### src/rtl/bdpt_pkg.sv
// bdpt_pkg: item types, state codes and constants for the button debounce press timer
// no dependencies

package bdpt_pkg;

  localparam int unsigned TICK_W = 32;
  localparam int unsigned CNT_W  = 8;

  localparam logic [CNT_W-1:0] DEBOUNCE_RESET = 8'd40;

  // encoded button state as seen on the result item
  localparam logic [1:0] BS_UP      = 2'd0;
  localparam logic [1:0] BS_FALLING = 2'd1;
  localparam logic [1:0] BS_DOWN    = 2'd2;
  localparam logic [1:0] BS_RISING  = 2'd3;

  typedef enum logic [3:0] {
    ST_UP      = 4'b0001,
    ST_FALLING = 4'b0010,
    ST_DOWN    = 4'b0100,
    ST_RISING  = 4'b1000
  } bdpt_state_t;

  typedef struct packed {
    logic              key_level;
    logic [TICK_W-1:0] now_ticks;
  } bdpt_in_t;

  typedef struct packed {
    logic [1:0]        button_state;
    logic [TICK_W-1:0] press_duration;
    logic              release_confirmed;
  } bdpt_out_t;

endpackage

### src/rtl/bdpt_fsm.sv
// bdpt_fsm: four-state debounce machine with wait counter and press timestamp
// depends on bdpt_pkg

module bdpt_fsm (
  input  logic                        clk,
  input  logic                        rst_n,
  input  logic                        step,
  input  bdpt_pkg::bdpt_in_t          item,
  input  logic [bdpt_pkg::CNT_W-1:0]  debounce_count,
  output bdpt_pkg::bdpt_out_t         result
);

  bdpt_pkg::bdpt_state_t              state_r, state_nxt;
  logic [bdpt_pkg::CNT_W-1:0]         cnt_r, cnt_nxt;
  logic [bdpt_pkg::TICK_W-1:0]        press_time_r, press_time_nxt;
  logic [bdpt_pkg::TICK_W-1:0]        held_r, held_nxt;
  logic                               released;
  logic                               pressed;
  logic                               wait_done;

  assign pressed   = ~item.key_level;
  assign wait_done = (cnt_r >= debounce_count);

  always_comb begin
    state_nxt      = state_r;
    cnt_nxt        = cnt_r;
    press_time_nxt = press_time_r;
    held_nxt       = held_r;
    released       = 1'b0;
    case (state_r)
      bdpt_pkg::ST_UP: begin
        held_nxt = '0;
        if (pressed) begin
          state_nxt = bdpt_pkg::ST_FALLING;
        end
      end
      bdpt_pkg::ST_FALLING: begin
        if (wait_done) begin
          cnt_nxt = '0;
          if (pressed) begin
            state_nxt      = bdpt_pkg::ST_DOWN;
            press_time_nxt = item.now_ticks;
          end else begin
            state_nxt = bdpt_pkg::ST_UP;
          end
        end else begin
          cnt_nxt = cnt_r + 1'b1;
        end
      end
      bdpt_pkg::ST_DOWN: begin
        if (!pressed) begin
          state_nxt = bdpt_pkg::ST_RISING;
        end
      end
      bdpt_pkg::ST_RISING: begin
        if (wait_done) begin
          cnt_nxt = '0;
          if (!pressed) begin
            state_nxt = bdpt_pkg::ST_UP;
            held_nxt  = item.now_ticks - press_time_r;
            released  = 1'b1;
          end else begin
            state_nxt = bdpt_pkg::ST_DOWN;
          end
        end else begin
          cnt_nxt = cnt_r + 1'b1;
        end
      end
      default: begin
        state_nxt = bdpt_pkg::ST_UP;
        cnt_nxt   = '0;
      end
    endcase
  end

  always_comb begin
    case (state_nxt)
      bdpt_pkg::ST_UP:      result.button_state = bdpt_pkg::BS_UP;
      bdpt_pkg::ST_FALLING: result.button_state = bdpt_pkg::BS_FALLING;
      bdpt_pkg::ST_DOWN:    result.button_state = bdpt_pkg::BS_DOWN;
      bdpt_pkg::ST_RISING:  result.button_state = bdpt_pkg::BS_RISING;
      default:              result.button_state = bdpt_pkg::BS_UP;
    endcase
    result.press_duration    = held_nxt;
    result.release_confirmed = released;
  end

  always_ff @(posedge clk) begin
    if (!rst_n) begin
      state_r      <= bdpt_pkg::ST_UP;
      cnt_r        <= '0;
      press_time_r <= '0;
      held_r       <= '0;
    end else if (step) begin
      state_r      <= state_nxt;
      cnt_r        <= cnt_nxt;
      press_time_r <= press_time_nxt;
      held_r       <= held_nxt;
    end
  end

endmodule

### src/rtl/button_debounce_press_timer_top.sv
// button_debounce_press_timer_top: input register, debounce machine, result register
// depends on bdpt_pkg and bdpt_fsm
//
//   channel | ports                                  | direction
//   in      | in_valid, in_stall, in_data            | item in, stall out
//   out     | out_valid, out_stall, out_data         | item out, stall in
//   cfg     | cfg_wr_en, cfg_wr_data                 | debounce count write
//
// one item per cycle sustained while out_stall is low; an accepted item passes through the
// input register, then the state update into the result register
// the result register frees the input side while a finished item waits for the sink
// rst_n is synchronous: machine in up, timers zero, debounce count 40, both stages empty
// out_stall holds the result register and, once the input register is full, raises in_stall

module button_debounce_press_timer_top (
  input  logic                        clk,
  input  logic                        rst_n,
  input  logic                        in_valid,
  output logic                        in_stall,
  input  bdpt_pkg::bdpt_in_t          in_data,
  output logic                        out_valid,
  input  logic                        out_stall,
  output bdpt_pkg::bdpt_out_t         out_data,
  input  logic                        cfg_wr_en,
  input  logic [bdpt_pkg::CNT_W-1:0]  cfg_wr_data
);

  logic                        s1_valid_r;
  bdpt_pkg::bdpt_in_t          s1_data_r;
  logic                        out_valid_r;
  bdpt_pkg::bdpt_out_t         out_data_r;
  logic [bdpt_pkg::CNT_W-1:0]  debounce_count_r;
  bdpt_pkg::bdpt_out_t         fsm_result;
  logic                        out_ready;
  logic                        advance;
  logic                        in_take;

  assign out_ready = ~out_valid_r | ~out_stall;
  assign advance   = s1_valid_r & out_ready;
  assign in_stall  = s1_valid_r & ~out_ready;
  assign in_take   = in_valid & ~in_stall;

  assign out_valid = out_valid_r;
  assign out_data  = out_data_r;

  always_ff @(posedge clk) begin
    if (!rst_n) begin
      debounce_count_r <= bdpt_pkg::DEBOUNCE_RESET;
    end else if (cfg_wr_en) begin
      debounce_count_r <= cfg_wr_data;
    end
  end

  always_ff @(posedge clk) begin
    if (!rst_n) begin
      s1_valid_r <= 1'b0;
    end else if (in_take) begin
      s1_valid_r <= 1'b1;
    end else if (advance) begin
      s1_valid_r <= 1'b0;
    end
  end

  always_ff @(posedge clk) begin
    if (in_take) begin
      s1_data_r <= in_data;
    end
  end

  bdpt_fsm u_fsm (
    .clk            (clk),
    .rst_n          (rst_n),
    .step           (advance),
    .item           (s1_data_r),
    .debounce_count (debounce_count_r),
    .result         (fsm_result)
  );

  always_ff @(posedge clk) begin
    if (!rst_n) begin
      out_valid_r <= 1'b0;
    end else if (out_ready) begin
      out_valid_r <= s1_valid_r;
    end
  end

  always_ff @(posedge clk) begin
    if (advance) begin
      out_data_r <= fsm_result;
    end
  end

`ifndef SYNTHESIS
  a_release_in_up: assert property (@(posedge clk) disable iff (!rst_n)
    out_valid_r && out_data_r.release_confirmed |-> out_data_r.button_state == bdpt_pkg::BS_UP)
    else $error("release confirmed outside up state");

  a_advance_fills_out: assert property (@(posedge clk) disable iff (!rst_n)
    advance |=> out_valid_r)
    else $error("advanced item missing from result register");

  a_blocked_stage_holds: assert property (@(posedge clk) disable iff (!rst_n)
    s1_valid_r && !out_ready |=> s1_valid_r && $stable(s1_data_r))
    else $error("input register changed while blocked");

  a_no_take_when_blocked: assert property (@(posedge clk) disable iff (!rst_n)
    s1_valid_r && !out_ready |-> !in_take)
    else $error("item taken while input register blocked");
`endif

endmodule

### config.mk
export PLATFORM = sky130hd
export DESIGN_NAME = button_debounce_press_timer_top
export DESIGN_NICKNAME = d
export VERILOG_FILES = /design/src/rtl/bdpt_pkg.sv /design/src/rtl/bdpt_fsm.sv /design/src/rtl/button_debounce_press_timer_top.sv
export SDC_FILE = /design/constraint.sdc
export NUM_CORES = 1
export LEC_CHECK = 0
export ABC_CLOCK_PERIOD_IN_PS = 3700
export BUFFER_PORTS_ARGS = -buffer_cell sky130_fd_sc_hd__buf_2
export CAP_MARGIN = 20
export CORE_MARGIN = 1.5
export CORE_UTILIZATION = 45
export CTS_CLUSTER_SIZE = 24
export DETAILED_ROUTE_END_ITERATION = 8
export HOLD_SLACK_MARGIN = 0.05
export PLACE_DENSITY_LB_ADDON = 0.15
export SETUP_SLACK_MARGIN = 0.15
export SLEW_MARGIN = 20
export SYNTH_ARGS = -nofsm -noshare
export SYNTH_HDL_FRONTEND = slang
export SYNTH_SLANG_ARGS = --single-unit
### constraint.sdc
create_clock -name clk -period 3.7 [get_ports clk]
set_clock_uncertainty 0.05 [all_clocks]
set_input_delay 0.74 -clock clk [delete_from_list [all_inputs] [get_ports clk]]
set_output_delay 0.74 -clock clk [all_outputs]
set_load 0.005 [all_outputs]
* Word level (Yosys, flattened, before mapping)
Cells that the tools add are included.
** Word-level totals
- Latch bits :: 0
- Bits in registers :: 154
- Bits in writable memories :: 0
- Bits of input ports :: 46
- Word-level logic and storage cells :: 52
- Bits in read-only memories :: 0
- Memories :: 0
** Cells by class
- Eq/ne operators :: 7
- Div/mod/pow operators :: 0
- $lt $le $gt $ge :: 1
- Multiply operators :: 0
- Shift operators :: 0
- Reductions and logical operators :: 6
- Add/subtract/negate cells :: 2
- Bitwise gates (word level) :: 10
- Mux-type cells :: 14
** Operators by type and width (number)
- $mux 32 :: 2
- $pmux 32 s2 :: 1
- $sub 32x32->32 :: 1
- $pmux 8 s2 :: 1
- $mux 4 :: 3
- $pmux 4 s3 :: 1
- $add 8x1->8 const B :: 1
- $eq 4x2->1 const B :: 2
- $eq 4x3->1 const B :: 2
- $eq 4x4->1 const B :: 2
- $ge 8x8->1 :: 1
- $mux 8 :: 1
- $not 1->1 :: 6
- $pmux 2 s3 :: 1
- $eq 4x1->1 const B :: 1
- $reduce_and 2->1 :: 2
- $reduce_and 4->1 :: 1
- $reduce_or 2->1 :: 2
- $and 1x1->1 :: 3
- $mux 1 :: 3
- $mux 3 :: 1
- $reduce_bool 2->1 :: 1
- $or 1x1->1 :: 1

* Longest topological paths before layout
- Depth in word-level cells :: 7
- Depth in mapped cells :: 11
- Mapped depth without buffers :: 11

* Modules after synthesis
A second synthesis with hierarchy kept.
** Unflattened totals
- Cell total of the unflattened synthesis :: 811
- Area total of the unflattened synthesis :: 7868.8 um2
** By module, submodules not included
- bdpt_fsm :: seq. area each 1521.5 um2, instances 1, area an instance 5446.5 um2, cells each 709
- button_debounce_press_timer_top :: seq. area each 2242.2 um2, instances 1, area an instance 2422.3 um2, cells each 102

* Worst setup path after synthesis
OpenSTA, ideal clock, no wires.
- Path kind :: input -> register
- Start :: in out_stall
- End :: reg s1_data_r[0] (netlist name) (enable)
- Cell stages on the path :: 2
- Buffers on the path :: 0
- Slack :: 0.774 ns
- Required time :: 3.223 ns
- Arrival :: 2.449 ns
- Path through :: and3_1 > nor2b_1
** Between the ends
- Word-level cells in the longest chain between the ends :: 6
** Ends and longest elaborated chain
- start, declared :: line button_debounce_press_timer_top.sv:22 : input logic out_stall,
- $not 1->1 :: line button_debounce_press_timer_top.sv:38 : assign out_ready = ~out_valid_r | ~out_stall;
- $or 1x1->1 :: line button_debounce_press_timer_top.sv:38
- $not 1->1 :: line button_debounce_press_timer_top.sv:40 : assign in_stall = s1_valid_r & ~out_ready;
- $and 1x1->1 :: line button_debounce_press_timer_top.sv:40
- $not 1->1 :: line button_debounce_press_timer_top.sv:41 : assign in_take = in_valid & ~in_stall;
- $and 1x1->1 :: line button_debounce_press_timer_top.sv:41
- via in_take :: line button_debounce_press_timer_top.sv:36 : logic in_take;
- end signal, assigned :: line button_debounce_press_timer_top.sv:66 : s1_data_r <= in_data;
- end, declared :: line button_debounce_press_timer_top.sv:29 : bdpt_pkg::bdpt_in_t s1_data_r;
The timed path passes the listed nets, and every way through them passes these cells.
A chain may end at the register's enable or synchronous reset.

* Worst setup path after layout
- Start :: reg debounce_count_r[7] (netlist name)
- End :: reg u_fsm.held_r[25] (netlist name)
** Between the ends
- Word-level cells in the longest chain between the ends :: 3
** Ends and longest elaborated chain
- start, declared :: line button_debounce_press_timer_top.sv:32 : logic [bdpt_pkg::CNT_W-1:0] debounce_count_r;
- start signal, assigned :: line button_debounce_press_timer_top.sv:48 : debounce_count_r <= bdpt_pkg::DEBOUNCE_RESET;
- start signal, assigned :: line button_debounce_press_timer_top.sv:50 : debounce_count_r <= cfg_wr_data;
- $ge 8x8->1 :: line bdpt_fsm.sv:22 : assign wait_done = (cnt_r >= debounce_count);
- $mux 32 :: line bdpt_fsm.sv:56 : if (wait_done) begin
- $pmux 32 s2 :: line bdpt_fsm.sv:30 : case (state_r)
- end signal, assigned :: line bdpt_fsm.sv:98 : held_r <= held_nxt;
- end, declared :: line bdpt_fsm.sv:16 : logic [bdpt_pkg::TICK_W-1:0] held_r, held_nxt;
Every way passes these cells.

==> metrics.txt <==
clock latency on the worst-skew pair=between 0.4 and 0.5 ns; syn_area_per_cell=a little under 10 um^2; CTS H-tree depth=4; Longest Clk Path Bufs=2; Critical path origin=debounce_count_r[7]; R2R Path End=u_fsm.held_r[25]; post-CTS sizing=0; fmax=0.332 GHz; row cnt=47; leakage=around 0.0034 uW; placed instance count=approximately 1100; CTS buffer count=17; worst path cell trace=inv_1 -> ha_1 -> nand2_1 -> or4_4 -> o21bai_4 -> nand4_4 -> inv_2 -> nand2_1 -> nor2_1 -> a221o_1; Critical R2R Launch=debounce_count_r[7]; vias in the first global route=about 5700; largest stage delay on the critical path=0.56 ns; via count=between 5000 and 6000; most common cell after layout, fill and taps aside=nand2_1; Post-Layout Cell Count=1100; Primary FF master, synth=dfxtp_1; Fin. Hold Viols=0; Clock Sinks=roughly 150; detailed-route wire length=approximately 17000 um; Worst setup EP type=register; crit path DAT=roughly 3.3 ns; first-pass GRT wire length=about 28000 um; HP Class=reg2reg; Clock transition at path regs=0.06 ns; synthesized net count=between 800 and 900; Yosys reg bits=approximately 150; Area growth, synth to finish=15.5%; maximum VDD drop=368 uV; Crit path top cell by count=nand2_1; final setup margin=0.686 ns; largest net degree at the start of global routing=58; Synth top area share=roughly a quarter; asr flop ratio synth=0%; Switch Pwr=around 960 uW; setup violators final=0; ant diodes=0; Clock Power Share=between 40% and 50%; CP Capture Point=u_fsm.held_r[25]; Post-Syn Area=7720 um^2; Power Density=roughly 450 nW/um^2; Max Cap Viol=0; detailed-route DRC error count=0; Remaining Overflow, GRT=0; yosys synthesis warning count=0; FF-to-FF setup slack=a little under 0.7 ns; I/O pin count=83; TritonRoute pass-1 iters=5; Post-DP HPWL=between 10000 and 15000 um; post-synthesis sequential area ratio=between 40% and 50%; vias per cell=5.44; critical setup path kind=reg2reg; DP Worst Slack=just under 0.7 ns; Switching Fraction=23.7%; depth of the most critical reg-to-reg path=10; CTS tree=done; initial antenna violation count=0; Die X=about 130 um; Synth area leader=edfxtp_1; max-slew violations=0; die height=between 100 and 150 um; GP Congestion=just under 0.9; Max FO, Critical Path=25; worst-margin pin slew=0.715 ns; setup bufs post-CTS=0; setup TNS=0 ns; Combinational Power Share=a little under a tenth; Slowest-stage cell, CP=or4_4; DRT iter0 DRCs=373; most frequent cells in the layout=nand2_1 (121), dfxtp_1 (86), buf_2 (82); relative slew slack=between 50% and 60%; Starting Density=between 40% and 50%; die area=roughly 18000 um^2; part of the power in registers=between 40% and 50%; Post-DRT Antenna Nets=0; critical path required time=4.02 ns; internal power=between 3000 and 4000 uW; RSZ-0062 raised after global routing=false; CP startpoint kind=register; status=completed; Final Cycle Share=between 80% and 90%; Core ar.=about 17000 um^2; Post-synth EDFFs=68; DR WL/cell=approximately 16 um; post-layout net count=954; root buf cell=clkbuf_16; Netlist cell types=68; Post-Synthesis Cells=around 800; top cells by area, synth=edfxtp_1 (26%), dfxtp_1 (22%), ha_1 (6.5%); fin crit period=around 3.0 ns; Global Route Usage Sum=around a fifth; share of layout cells above drive strength 1=17.5%; port bufs=between 80 and 90; hold buffers post-CTS=0
==> cell families (layout without fill, tap and decap cells) <==
family | after synthesis | in the layout | share of synthesized area, %
AO/OA/AOI/OAI | 198 | 198 | 17.9
XOR/XNOR | 36 | 36 | 4.09
adder cells (fa/ha/maj) | 41 | 41 | 6.75
buffers and inverters | 85 | 168 | 4.67
flip-flops | 154 | 154 | 48.8
multiplexers | 9 | 9 | 1.18
AND/OR/NAND/NOR | 274 | 274 | 16.6
==> how the worst min path moves through the flow <==
| stage | from | to | slack (ns) | cells after the start |
|---|---|---|---|---|
| floorplan | u_fsm.held_r[24] | u_fsm.held_r[24] | 0.37 | 2 |
| global placement | u_fsm.held_r[24] | u_fsm.held_r[24] | 0.39 | 2 |
| detailed placement | u_fsm.press_time_r[23] | u_fsm.press_time_r[23] | 0.40 | 2 |
| CTS | u_fsm.press_time_r[23] | u_fsm.press_time_r[23] | 0.41 | 2 |
| global route | in_data[19] | s1_data_r[19] | 0.42 | 1 |
| finish | u_fsm.press_time_r[23] | u_fsm.press_time_r[23] | 0.40 | 2 |
==> synthesized netlist by cell type (7+ instances only) <==
master and n:
nand2b_1 11, dfxtp_1 86, a21o_1 14, a22o_1 22, ha_1 40, xnor2_1 22, nand3_1 9, buf_2 9
edfxtp_1 68, o21ai_2 8, and3_1 7, a21oi_1 67, xor2_1 14, nor2_1 68, o21ai_0 26, nand2_1 121
a31oi_1 7, nand4_1 8, mux2i_1 8, inv_1 46, nor3_1 17, clkbuf_1 25
==> sequential cells by signal, summed over array words and instances (netlist names) <==
| register | cells |
|---|---|
| u_fsm.press_time_r | 32 |
| out_valid | 1 |
| s1_valid_r | 1 |
| out_data | 35 |
| u_fsm.held_r | 32 |
| s1_data_r | 33 |
| u_fsm.cnt_r | 8 |
| u_fsm.state_r | 4 |
| debounce_count_r | 8 |
==> cell type report <==
class                           count  area (um^2)
Inverter                           47          176
Clock buffer                       21          460
Timing Repair Buffer               89          488
Tap cell                          220          275
Clock inverter                     11          145
Multi-Input combinational cell    558         3600
Sequential cell                   154         3760
Fill cell                        1462         7730
==> power groups by stage <==
stage                     combinational [uW]  sequential [uW]  clock, uW
after CTS                                387             1870       1820
after floorplan                          272             1890          0
after global placement                   374             1900          0
after detailed placement                 385             1900          0
final                                    385             1870       1790
after global routing                     427             1870       1900
==> routing by layer <==
| layer | GRT usage [%] | wire length (um) | vias up |
|---|---|---|---|
| met5 | 0 | 0 | - |
| met1 | 25.8 | 7970 | 2873 |
| met2 | 33.8 | 8420 | 123 |
| met3 | 3.78 | 648 | 23 |
| li1 | - | - | 2968 |
| met4 | 7.55 | 334 | 0 |
==> through the flow <==
step                      hold WS [ns]  total power, uW  util, %  area [um^2]
after floorplan                  0.375             2170        -         7720
after global placement           0.386             2280     49.9         8310
after detailed placement         0.396             2290     49.9         8310
after CTS                        0.405             4080     53.5         8910
after global routing             0.416             4200     53.5         8910
final                            0.403             4040     53.5         8910
==> worst max-delay path, delay by kind of cell (launching register included) <==
family          cells  cell delay (ns)
fa+ha+maj           1             0.29
flops               1             0.33
buf+inv             2             0.57
simple gates        5             1.32
compound gates      2             0.36
(Power assumes the default switching activity.)
